<file path="src/jst_pkg.sv">
// ----------------------------------------------------------------------------
// jst_pkg
// Shared types, codes and defaults for the jagged slot table.
// ----------------------------------------------------------------------------
package jst_pkg;

  localparam int MAX_ROWS_DEF    = 4;
  localparam int MAX_COLS_DEF    = 8;
  localparam int VALUE_WIDTH_DEF = 32;

  // rows that carry a length register
  localparam int CFG_ROWS = 4;

  localparam logic [2:0] NUM_ROWS_RST = 3'd4;
  localparam logic [CFG_ROWS-1:0][3:0] COLS_RST = {4'd3, 4'd4, 4'd6, 4'd5};

  typedef enum logic [1:0] {
    REQ_CLAIM   = 2'd0,
    REQ_RELEASE = 2'd1,
    REQ_SEARCH  = 2'd2,
    REQ_QUERY   = 2'd3
  } req_kind_t;

  typedef enum logic [2:0] {
    ST_CLAIMED   = 3'd0,
    ST_NO_SLOT   = 3'd1,
    ST_TAKEN     = 3'd2,
    ST_RELEASED  = 3'd3,
    ST_FOUND     = 3'd4,
    ST_NOT_FOUND = 3'd5,
    ST_FREE      = 3'd6,
    ST_BUSY      = 3'd7
  } status_t;

  typedef enum logic [2:0] {
    CFG_NUM_ROWS = 3'd0,
    CFG_COLS0    = 3'd1,
    CFG_COLS1    = 3'd2,
    CFG_COLS2    = 3'd3,
    CFG_COLS3    = 3'd4
  } cfg_reg_t;

  typedef enum logic [1:0] {
    S_IDLE,
    S_ACCESS,
    S_RESOLVE,
    S_SCAN
  } state_t;

  typedef struct packed {
    req_kind_t          req_type;
    logic [3:0]         row_index;
    logic [3:0]         col_index;
    logic signed [31:0] item_value;
  } req_t;

  typedef struct packed {
    status_t            status;
    logic [1:0]         found_row;
    logic [2:0]         found_col;
    logic signed [31:0] found_value;
  } res_t;

  typedef struct packed {
    logic [2:0]                num_rows;
    logic [CFG_ROWS-1:0][3:0] cols;
  } cfg_t;

endpackage

</file>
<file path="src/jst_slot_mem.sv">
// ----------------------------------------------------------------------------
// jst_slot_mem
// Slot storage: one write port, one registered read port, per-entry valid
// bits so that never-written slots read as empty.
// ----------------------------------------------------------------------------
module jst_slot_mem #(
  parameter int DEPTH = 32,
  parameter int AW    = 5,
  parameter int VW    = 32
) (
  input  logic          clk,
  input  logic          rst,
  input  logic          rd_en,
  input  logic [AW-1:0] rd_addr,
  output logic [VW-1:0] rd_data,
  input  logic          wr_en,
  input  logic [AW-1:0] wr_addr,
  input  logic [VW-1:0] wr_data
);

  logic [VW-1:0]    mem [DEPTH];
  logic [DEPTH-1:0] vld;
  logic [VW-1:0]    rd_q;
  logic             rd_vld;

  always_ff @(posedge clk) begin
    if (wr_en) begin
      mem[wr_addr] <= wr_data;
    end
    if (rd_en) begin
      rd_q <= mem[rd_addr];
    end
  end

  always_ff @(posedge clk) begin
    if (rst) begin
      vld    <= '0;
      rd_vld <= 1'b0;
    end else begin
      if (wr_en) begin
        vld[wr_addr] <= 1'b1;
      end
      if (rd_en) begin
        rd_vld <= vld[rd_addr];
      end
    end
  end

  assign rd_data = rd_vld ? rd_q : '0;

endmodule

</file>
<file path="src/jst_ctrl.sv">
// ----------------------------------------------------------------------------
// jst_ctrl
// Request sequencer: bounds check, read-modify-write of one slot, and the
// row/column scan for searches with a registered read pipeline.
// ----------------------------------------------------------------------------
module jst_ctrl #(
  parameter int MAX_ROWS    = 4,
  parameter int MAX_COLS    = 8,
  parameter int VALUE_WIDTH = 32,
  parameter int AW          = 5
) (
  input  logic                   clk,
  input  logic                   rst,
  input  logic                   start,
  output logic                   busy,
  input  jst_pkg::req_t          req,
  input  jst_pkg::cfg_t          cfg,
  output logic                   done,
  output jst_pkg::res_t          result,
  output logic                   mem_rd_en,
  output logic [AW-1:0]          mem_rd_addr,
  input  logic [VALUE_WIDTH-1:0] mem_rd_data,
  output logic                   mem_wr_en,
  output logic [AW-1:0]          mem_wr_addr,
  output logic [VALUE_WIDTH-1:0] mem_wr_data
);

  import jst_pkg::*;

  localparam int RW = $clog2(MAX_ROWS + 1);
  localparam int CW = $clog2(MAX_COLS + 1);

  function automatic logic [CW-1:0] row_len(input logic [3:0] r, input cfg_t c);
    logic [3:0] n;
    n = '0;
    for (int i = 0; i < CFG_ROWS; i++) begin
      if (r == 4'(i)) begin
        n = c.cols[i];
      end
    end
    if (int'(n) > MAX_COLS) begin
      return CW'(MAX_COLS);
    end
    return CW'(n);
  endfunction

  state_t state, state_next;
  req_t   req_q;

  logic [RW-1:0] cur_row, cur_row_next;
  logic [CW-1:0] cur_col, cur_col_next;
  logic          tag_vld, tag_vld_next;
  logic [RW-1:0] tag_row, tag_row_next;
  logic [CW-1:0] tag_col, tag_col_next;
  logic          done_next;
  res_t          res_next;

  logic [RW-1:0]                 nr;
  logic signed [VALUE_WIDTH-1:0] item_vw;
  logic signed [VALUE_WIDTH-1:0] held;
  logic                          slot_ok;
  logic [AW-1:0]                 slot_addr;
  logic [AW-1:0]                 cur_addr;
  logic                          row_ok;
  logic                          col_ok;
  logic                          issue;
  logic                          hit;
  logic                          scan_end;

  assign nr = (int'(cfg.num_rows) > MAX_ROWS) ? RW'(MAX_ROWS) : RW'(cfg.num_rows);
  assign item_vw = VALUE_WIDTH'(req_q.item_value);
  assign held    = mem_rd_data;

  assign slot_ok = (int'(req_q.row_index) < int'(nr)) &&
                   (int'(req_q.col_index) < int'(row_len(req_q.row_index, cfg)));
  assign slot_addr = AW'(int'(req_q.row_index) * MAX_COLS + int'(req_q.col_index));

  assign row_ok   = cur_row < nr;
  assign col_ok   = cur_col < row_len(4'(cur_row), cfg);
  assign issue    = row_ok && col_ok;
  assign cur_addr = AW'(int'(cur_row) * MAX_COLS + int'(cur_col));
  assign hit      = tag_vld && (held == item_vw);
  assign scan_end = !row_ok && !tag_vld;

  assign busy = (state != S_IDLE);

  always_comb begin
    state_next = state;
    unique case (state)
      S_IDLE: begin
        if (start) begin
          state_next = S_ACCESS;
        end
      end
      S_ACCESS: begin
        if (req_q.req_type == REQ_SEARCH) begin
          state_next = S_SCAN;
        end else if (slot_ok) begin
          state_next = S_RESOLVE;
        end else begin
          state_next = S_IDLE;
        end
      end
      S_RESOLVE: begin
        state_next = S_IDLE;
      end
      S_SCAN: begin
        if (hit || scan_end) begin
          state_next = S_IDLE;
        end
      end
      default: begin
        state_next = S_IDLE;
      end
    endcase
  end

  always_comb begin
    done_next    = 1'b0;
    res_next     = '0;
    mem_rd_en    = 1'b0;
    mem_rd_addr  = slot_addr;
    mem_wr_en    = 1'b0;
    mem_wr_addr  = slot_addr;
    mem_wr_data  = '0;
    cur_row_next = cur_row;
    cur_col_next = cur_col;
    tag_vld_next = 1'b0;
    tag_row_next = cur_row;
    tag_col_next = cur_col;
    unique case (state)
      S_IDLE: begin
        cur_row_next = '0;
        cur_col_next = '0;
      end
      S_ACCESS: begin
        if (req_q.req_type != REQ_SEARCH) begin
          if (slot_ok) begin
            mem_rd_en = 1'b1;
          end else begin
            done_next       = 1'b1;
            res_next.status = ST_NO_SLOT;
          end
        end
      end
      S_RESOLVE: begin
        done_next = 1'b1;
        case (req_q.req_type)
          REQ_CLAIM: begin
            if (held == '0) begin
              mem_wr_en            = 1'b1;
              mem_wr_data          = item_vw;
              res_next.status      = ST_CLAIMED;
              res_next.found_value = 32'(item_vw);
            end else begin
              res_next.status      = ST_TAKEN;
              res_next.found_value = 32'(held);
            end
          end
          REQ_RELEASE: begin
            mem_wr_en            = 1'b1;
            res_next.status      = ST_RELEASED;
            res_next.found_value = 32'(held);
          end
          REQ_QUERY: begin
            res_next.status      = (held == '0) ? ST_FREE : ST_BUSY;
            res_next.found_value = 32'(held);
          end
          default: begin
            res_next.status = ST_NOT_FOUND;
          end
        endcase
      end
      S_SCAN: begin
        mem_rd_en    = issue;
        mem_rd_addr  = cur_addr;
        tag_vld_next = issue;
        if (issue) begin
          cur_col_next = cur_col + 1'b1;
        end else if (row_ok) begin
          cur_row_next = cur_row + 1'b1;
          cur_col_next = '0;
        end
        if (hit) begin
          done_next            = 1'b1;
          res_next.status      = ST_FOUND;
          res_next.found_row   = 2'(tag_row);
          res_next.found_col   = 3'(tag_col);
          res_next.found_value = 32'(held);
        end else if (scan_end) begin
          done_next       = 1'b1;
          res_next.status = ST_NOT_FOUND;
        end
      end
      default: begin
        cur_row_next = '0;
        cur_col_next = '0;
      end
    endcase
  end

  always_ff @(posedge clk) begin
    if (rst) begin
      state   <= S_IDLE;
      done    <= 1'b0;
      tag_vld <= 1'b0;
      cur_row <= '0;
      cur_col <= '0;
    end else begin
      state   <= state_next;
      done    <= done_next;
      tag_vld <= tag_vld_next;
      cur_row <= cur_row_next;
      cur_col <= cur_col_next;
    end
  end

  always_ff @(posedge clk) begin
    result  <= res_next;
    tag_row <= tag_row_next;
    tag_col <= tag_col_next;
    if (state == S_IDLE && start) begin
      req_q <= req;
    end
  end

endmodule

</file>
<file path="src/jagged_slot_table_with_search.sv">
// ----------------------------------------------------------------------------
// jagged_slot_table_with_search
// Occupancy table of slots in rows of differing length, with claim, release,
// search and query requests.
// ----------------------------------------------------------------------------
// A request is taken when start is high and busy is low; its one result
// appears on result for exactly one cycle with done high and cannot be held
// off. Claim, release and query check bounds and read the slot memory in
// S_ACCESS, then decide and write back in S_RESOLVE; a request for a slot
// that does not exist ends after the bounds check. A search walks the slot
// memory one read per cycle within a row, moving on when a row in use is
// done, and ends on the first match; the default table has 18 slots, 4 rows.
// Slots start empty at reset through per-slot valid bits, so no clearing
// pass is needed. Configuration writes take effect at once; the user must
// make them only while the block is idle, as the block does not enforce it.
// ----------------------------------------------------------------------------
module jagged_slot_table_with_search #(
  parameter int MAX_ROWS    = jst_pkg::MAX_ROWS_DEF,
  parameter int MAX_COLS    = jst_pkg::MAX_COLS_DEF,
  parameter int VALUE_WIDTH = jst_pkg::VALUE_WIDTH_DEF
) (
  input  logic          clk,
  input  logic          rst,
  input  logic          start,
  output logic          busy,
  input  jst_pkg::req_t req,
  output logic          done,
  output jst_pkg::res_t result,
  input  logic          cfg_we,
  input  logic [2:0]    cfg_index,
  input  logic [3:0]    cfg_data
);

  import jst_pkg::*;

  localparam int DEPTH = MAX_ROWS * MAX_COLS;
  localparam int AW    = (DEPTH > 1) ? $clog2(DEPTH) : 1;

  cfg_t cfg;

  logic                   mem_rd_en;
  logic [AW-1:0]          mem_rd_addr;
  logic [VALUE_WIDTH-1:0] mem_rd_data;
  logic                   mem_wr_en;
  logic [AW-1:0]          mem_wr_addr;
  logic [VALUE_WIDTH-1:0] mem_wr_data;

  always_ff @(posedge clk) begin
    if (rst) begin
      cfg.num_rows <= NUM_ROWS_RST;
      cfg.cols     <= COLS_RST;
    end else if (cfg_we) begin
      unique case (cfg_index)
        CFG_NUM_ROWS: cfg.num_rows <= cfg_data[2:0];
        CFG_COLS0:    cfg.cols[0]  <= cfg_data;
        CFG_COLS1:    cfg.cols[1]  <= cfg_data;
        CFG_COLS2:    cfg.cols[2]  <= cfg_data;
        CFG_COLS3:    cfg.cols[3]  <= cfg_data;
        default: begin
        end
      endcase
    end
  end

  jst_ctrl #(
    .MAX_ROWS    (MAX_ROWS),
    .MAX_COLS    (MAX_COLS),
    .VALUE_WIDTH (VALUE_WIDTH),
    .AW          (AW)
  ) u_ctrl (
    .clk         (clk),
    .rst         (rst),
    .start       (start),
    .busy        (busy),
    .req         (req),
    .cfg         (cfg),
    .done        (done),
    .result      (result),
    .mem_rd_en   (mem_rd_en),
    .mem_rd_addr (mem_rd_addr),
    .mem_rd_data (mem_rd_data),
    .mem_wr_en   (mem_wr_en),
    .mem_wr_addr (mem_wr_addr),
    .mem_wr_data (mem_wr_data)
  );

  jst_slot_mem #(
    .DEPTH (DEPTH),
    .AW    (AW),
    .VW    (VALUE_WIDTH)
  ) u_mem (
    .clk     (clk),
    .rst     (rst),
    .rd_en   (mem_rd_en),
    .rd_addr (mem_rd_addr),
    .rd_data (mem_rd_data),
    .wr_en   (mem_wr_en),
    .wr_addr (mem_wr_addr),
    .wr_data (mem_wr_data)
  );

  a_accept_busy: assert property (@(posedge clk) disable iff (rst)
    (start && !busy) |=> busy)
    else $error("busy not raised after request transfer");

  a_done_after_busy: assert property (@(posedge clk) disable iff (rst)
    done |-> $past(busy))
    else $error("result without a request in progress");

  a_pos_zero: assert property (@(posedge clk) disable iff (rst)
    (done && result.status != ST_FOUND) |->
      (result.found_row == '0 && result.found_col == '0))
    else $error("position fields set outside a found search");

  a_noslot_zero: assert property (@(posedge clk) disable iff (rst)
    (done && result.status == ST_NO_SLOT) |-> (result.found_value == '0))
    else $error("value reported for a missing slot");

endmodule
</file>
<file path="config.mk">
export PLATFORM = sky130hd
export DESIGN_NAME = jagged_slot_table_with_search
export DESIGN_NICKNAME = d
export VERILOG_FILES = /design/src/jst_pkg.sv /design/src/jst_slot_mem.sv /design/src/jst_ctrl.sv /design/src/jagged_slot_table_with_search.sv
export SDC_FILE = /design/constraint.sdc
export NUM_CORES = 2
export LEC_CHECK = 0
export BUFFER_PORTS_ARGS = -buffer_cell sky130_fd_sc_hd__buf_2
export CAP_MARGIN = 20
export CORE_MARGIN = 2
export CORE_UTILIZATION = 55
export DETAILED_ROUTE_END_ITERATION = 10
export PLACE_DENSITY = 0.71
export SLEW_MARGIN = 20
export SYNTH_ARGS = -nofsm -noshare
export SYNTH_HDL_FRONTEND = slang
export SYNTH_SLANG_ARGS = --single-unit
export TNS_END_PERCENT = 10
</file>
<file path="constraint.sdc">
create_clock -name clk -period 8.65 [get_ports clk]
set_input_delay 0.865 -clock clk [delete_from_list [all_inputs] [get_ports clk]]
set_output_delay 0.865 -clock clk [all_outputs]
set_load 0.01 [all_outputs]
</file>
==> results by group <==
Clocking
  – CTS root buf: clkbuf_16
  – H-tree level count: 3
  – Clk Latency, worst-skew pair: roughly 0.70 ns
  – CTS tree: built
  – Num CTS Buffers: between 100 and 150
  – Clock sink count: 1206
  – # resized after CTS: 0
  – Post-CTS Setup Bufs: 0
  – Count of hold-fix buffers inserted at cts: 0
  – Clock slew at reported path FFs: 0.06 ns
  – Clock buffer depth: 3

Synthesis
  – Post-synth top area cell: edfxtp_1
  – Predominant post-synthesis flop cell: edfxtp_1
  – Synth cell types: 77
  – Number of flops mapped to enable cells by yosys: ~1.1k
  – Area share of the largest cell type after synthesis: between 60 and 70%
  – Syn nets: ~2.7k
  – Async SR Flop Fraction: 0%
  – Mapped Area: approximately 0.047 sq mm
  – Register area share after synthesis: between 70% and 80%
  – YS warnings: 0
  – Mean Syn Cell Area: about 18 sq um
  – FF+latch count, synth: 1206
  – Synth top area cells: edfxtp_1 70%, mux4_2 13%, dfxtp_1 4.6%
  – Post-synthesis cell count: approximately 2.6k

Die
  – Core area: between 0.08 and 0.09 sq mm
  – Die X: 297 microns
  – Die area: around 0.088 sq mm
  – I/O pin count: 95
  – Starting Density: 55.5%
  – Die Span Y: around 300 microns
  – Site Rows: 107

STA
  – RSZ-0062 raised after global routing: no
  – Max Clk Rate: 235 MHz
  – Worst slew pin tran: roughly 1.1 ns
  – Min Hold Slack: ~0.36 ns
  – Max-slew violations: 0
  – Period minus WS final: 4.26 ns
  – Post-Route Setup TNS: 0 ns
  – Clock skew: slightly below 0.04 ns
  – Final hold vios: 0
  – Final Cycle Share: about half
  – Slew headroom: around a quarter
  – Post-route setup slack: 4.39 ns
  – # setup viols final: 0

Global route
  – Largest net degree at the start of global routing: between 150 and 200
  – Vias in the first global route: roughly 26k
  – GRT overflow: 0
  – Gr usage total: between 20% and 30%
  – Antenna violations before repair: 2
  – Global-route wire length before repair: around 170 mm

Finish
  – Final Instance Area: between 0.05 and 0.06 sq mm
  – Most frequent cells in the layout: 1098 x edfxtp_1, 348 x nand2_1, 266 x mux4_2
  – Share of layout cells above drive strength 1: roughly a quarter
  – # nets final: 2817
  – P&R area growth vs syn: 12.0%
  – Filler Cell Count: about 5.9k
  – Final core occ: 62.2%
  – Commonest non-fill, non-tap cell in the layout: edfxtp_1

Worst setup path
  – Crit-path cells: inv_1 -> ha_1 -> a21oi_1 -> o21ai_0 -> a22oi_1 -> nand2_1 -> ha_1 -> or3_1 -> a211o_1 -> a221oi_2 -> o211a_2 -> a31o_2 -> buf_4
  – Slowest library cell on the worst path: buf_4
  – Worst path bufs/invs: 2
  – Crit. End Element: flop
  – Worst r2r dst: u_mem.rd_q[7]$_DFFE_PP_
  – Startpoint Class: flop
  – WP data arrival: about 4.6 ns
  – Worst Path Max Fanout: 33
  – Critical path class: flop to flop
  – WP data required: 8.95 ns
  – Slowest stage delay, CP: between 0.5 and 0.6 ns
  – Worst r2r src: u_ctrl.cur_row[1]$_SDFFE_PP0P_
  – Most frequent CP cell: ha_1
  – CP delay by family, top: compound AO/OA/AOI/OAI gates
  – Reg2Reg Depth: 13
  – FF-to-FF setup slack: ~4.4 ns

Pwr
  – Reg power frac: 52.8%
  – Sw frac: roughly 22%
  – Net switching power: 0.00268 W
  – IR drop worst, VDD: roughly 0.00016 V
  – Leakage power: around 16 nW
  – Comb power frac: about 6.0%
  – Power Density: 228 mW/mm^2
  – Clk network pwr share: about two fifths
  – Internal: roughly 0.0094 W

Detailed routing
  – Post-route ant nets: 0
  – DR iter-0 viols: ~3.3k
  – DRC viols: 0
  – Total wire length: 118 mm
  – Via count: approximately 26k
  – Vias/cell: ~6.5
  – First drt pass iteration count: 6
  – Post-DR wirelength/cell: between 20 and 30 microns

Job
  – Max-capacitance violation count: 0

Hold path
  – Hold crit path type: input port to flop
  – Hold path start: req[41]
  – Worst Hold Path EP: u_ctrl.req_q[41]$_DFFE_PP_
  – Hold path cells: 1

Run status
  – Status: finished clean

Placed design
  – I/O Buffers: 94
  – Place WS: 4.39 ns
  – Post-DP HPWL: approximately 64 mm
  – Post-place instance area: slightly below 0.05 sq mm
  – RD Place Congestion: 0.880
-- how the worst max path moves through the flow --
stage               slack [ns]  cells after the start                  endpoint                            from
global route              4.17                     13   u_mem.rd_q[6]$_DFFE_PP_  u_ctrl.cur_row[1]$_SDFFE_PP0P_
global placement          4.42                     13  u_mem.rd_q[23]$_DFFE_PP_  u_ctrl.cur_row[1]$_SDFFE_PP0P_
CTS                       4.35                     13   u_mem.rd_q[7]$_DFFE_PP_  u_ctrl.cur_row[1]$_SDFFE_PP0P_
floorplan                 5.27                     12   u_mem.rd_q[0]$_DFFE_PP_  u_ctrl.cur_row[1]$_SDFFE_PP0P_
detailed placement        4.39                     13  u_mem.rd_q[23]$_DFFE_PP_  u_ctrl.cur_row[1]$_SDFFE_PP0P_
finish                    4.39                     13   u_mem.rd_q[7]$_DFFE_PP_  u_ctrl.cur_row[1]$_SDFFE_PP0P_
-- metal layers --
layer	wire [microns]	share of wire (%)	global-route usage (%)	vias to the layer above
met1	45600	38	38.5	13357
met4	3800	3.2	8.77	0
met3	12400	10	4.69	240
met5	0	0	0	-
met2	56600	48	42.8	1534
li1	-	-	-	10580
-- state kept, by name, summed over array words and instances, names as in the netlist, 2 cells and up --
name / count
u_mem.mem: 1024
u_ctrl.result: 40
u_ctrl.item_vw: 32
u_mem.rd_q: 32
u_mem.vld: 32
cfg: 19
u_ctrl.req_q: 10
u_ctrl.cur_col: 4
u_ctrl.cur_row: 3
u_ctrl.tag_col: 3
u_ctrl.state: 2
u_ctrl.tag_row: 2
-- layout make-up --
| cell class | count | area [sq um] | share of cell area [%] |
|---|---|---|---|
| Sequential cell | 1206 | 35100 | 66.3 |
| Tap cell | 1144 | 1430 | 2.70 |
| Clock inverter | 74 | 707 | 1.33 |
| Antenna cell | 1 | 2.50 | 0.00472 |
| Clock buffer | 140 | 3060 | 5.77 |
| Timing Repair Buffer | 141 | 861 | 1.62 |
| Inverter | 30 | 113 | 0.213 |
| Multi-Input combinational cell | 1248 | 11700 | 22.0 |
-- cells in the mapped netlist, types with 31 or more instances --
cell,instances
edfxtp_1,1098
nand2_1,348
mux4_2,266
nand3_1,179
dfxtp_1,108
nor2_1,73
clkbuf_1,53
and2_1,41
buf_2,38
a21o_1,36
o21ai_1,36
buf_4,31
-- kinds of logic after synthesis --
logic type,Yosys count,synth area share (%)
flops,1206,74.3
simple gates,736,7.18
mux,295,13.3
compound gates,184,2.70
buf+inv,166,1.73
fa+ha+maj,22,0.582
xor+xnor,11,0.204
-- power groups by stage --
stage / Sequential [W] / Combinational, W / Clock, W
floorplan: 0.00646 / 0.000510 / 0
global placement: 0.00649 / 0.000715 / 0
detailed placement: 0.00649 / 0.000722 / 0
CTS: 0.00636 / 0.000726 / 0.00503
global route: 0.00637 / 0.000787 / 0.00525
finish: 0.00637 / 0.000726 / 0.00497
-- metrics by stage --
stage,total power [W],std cells
2_1_floorplan,0.00697,2620
3_3_place_gp,0.00720,3769
3_5_place_dp,0.00721,3769
4_1_cts,0.0121,3983
5_1_grt,0.0124,3983
6_report,0.0121,3984
Note: power is estimated with default switching activity, not from simulation.
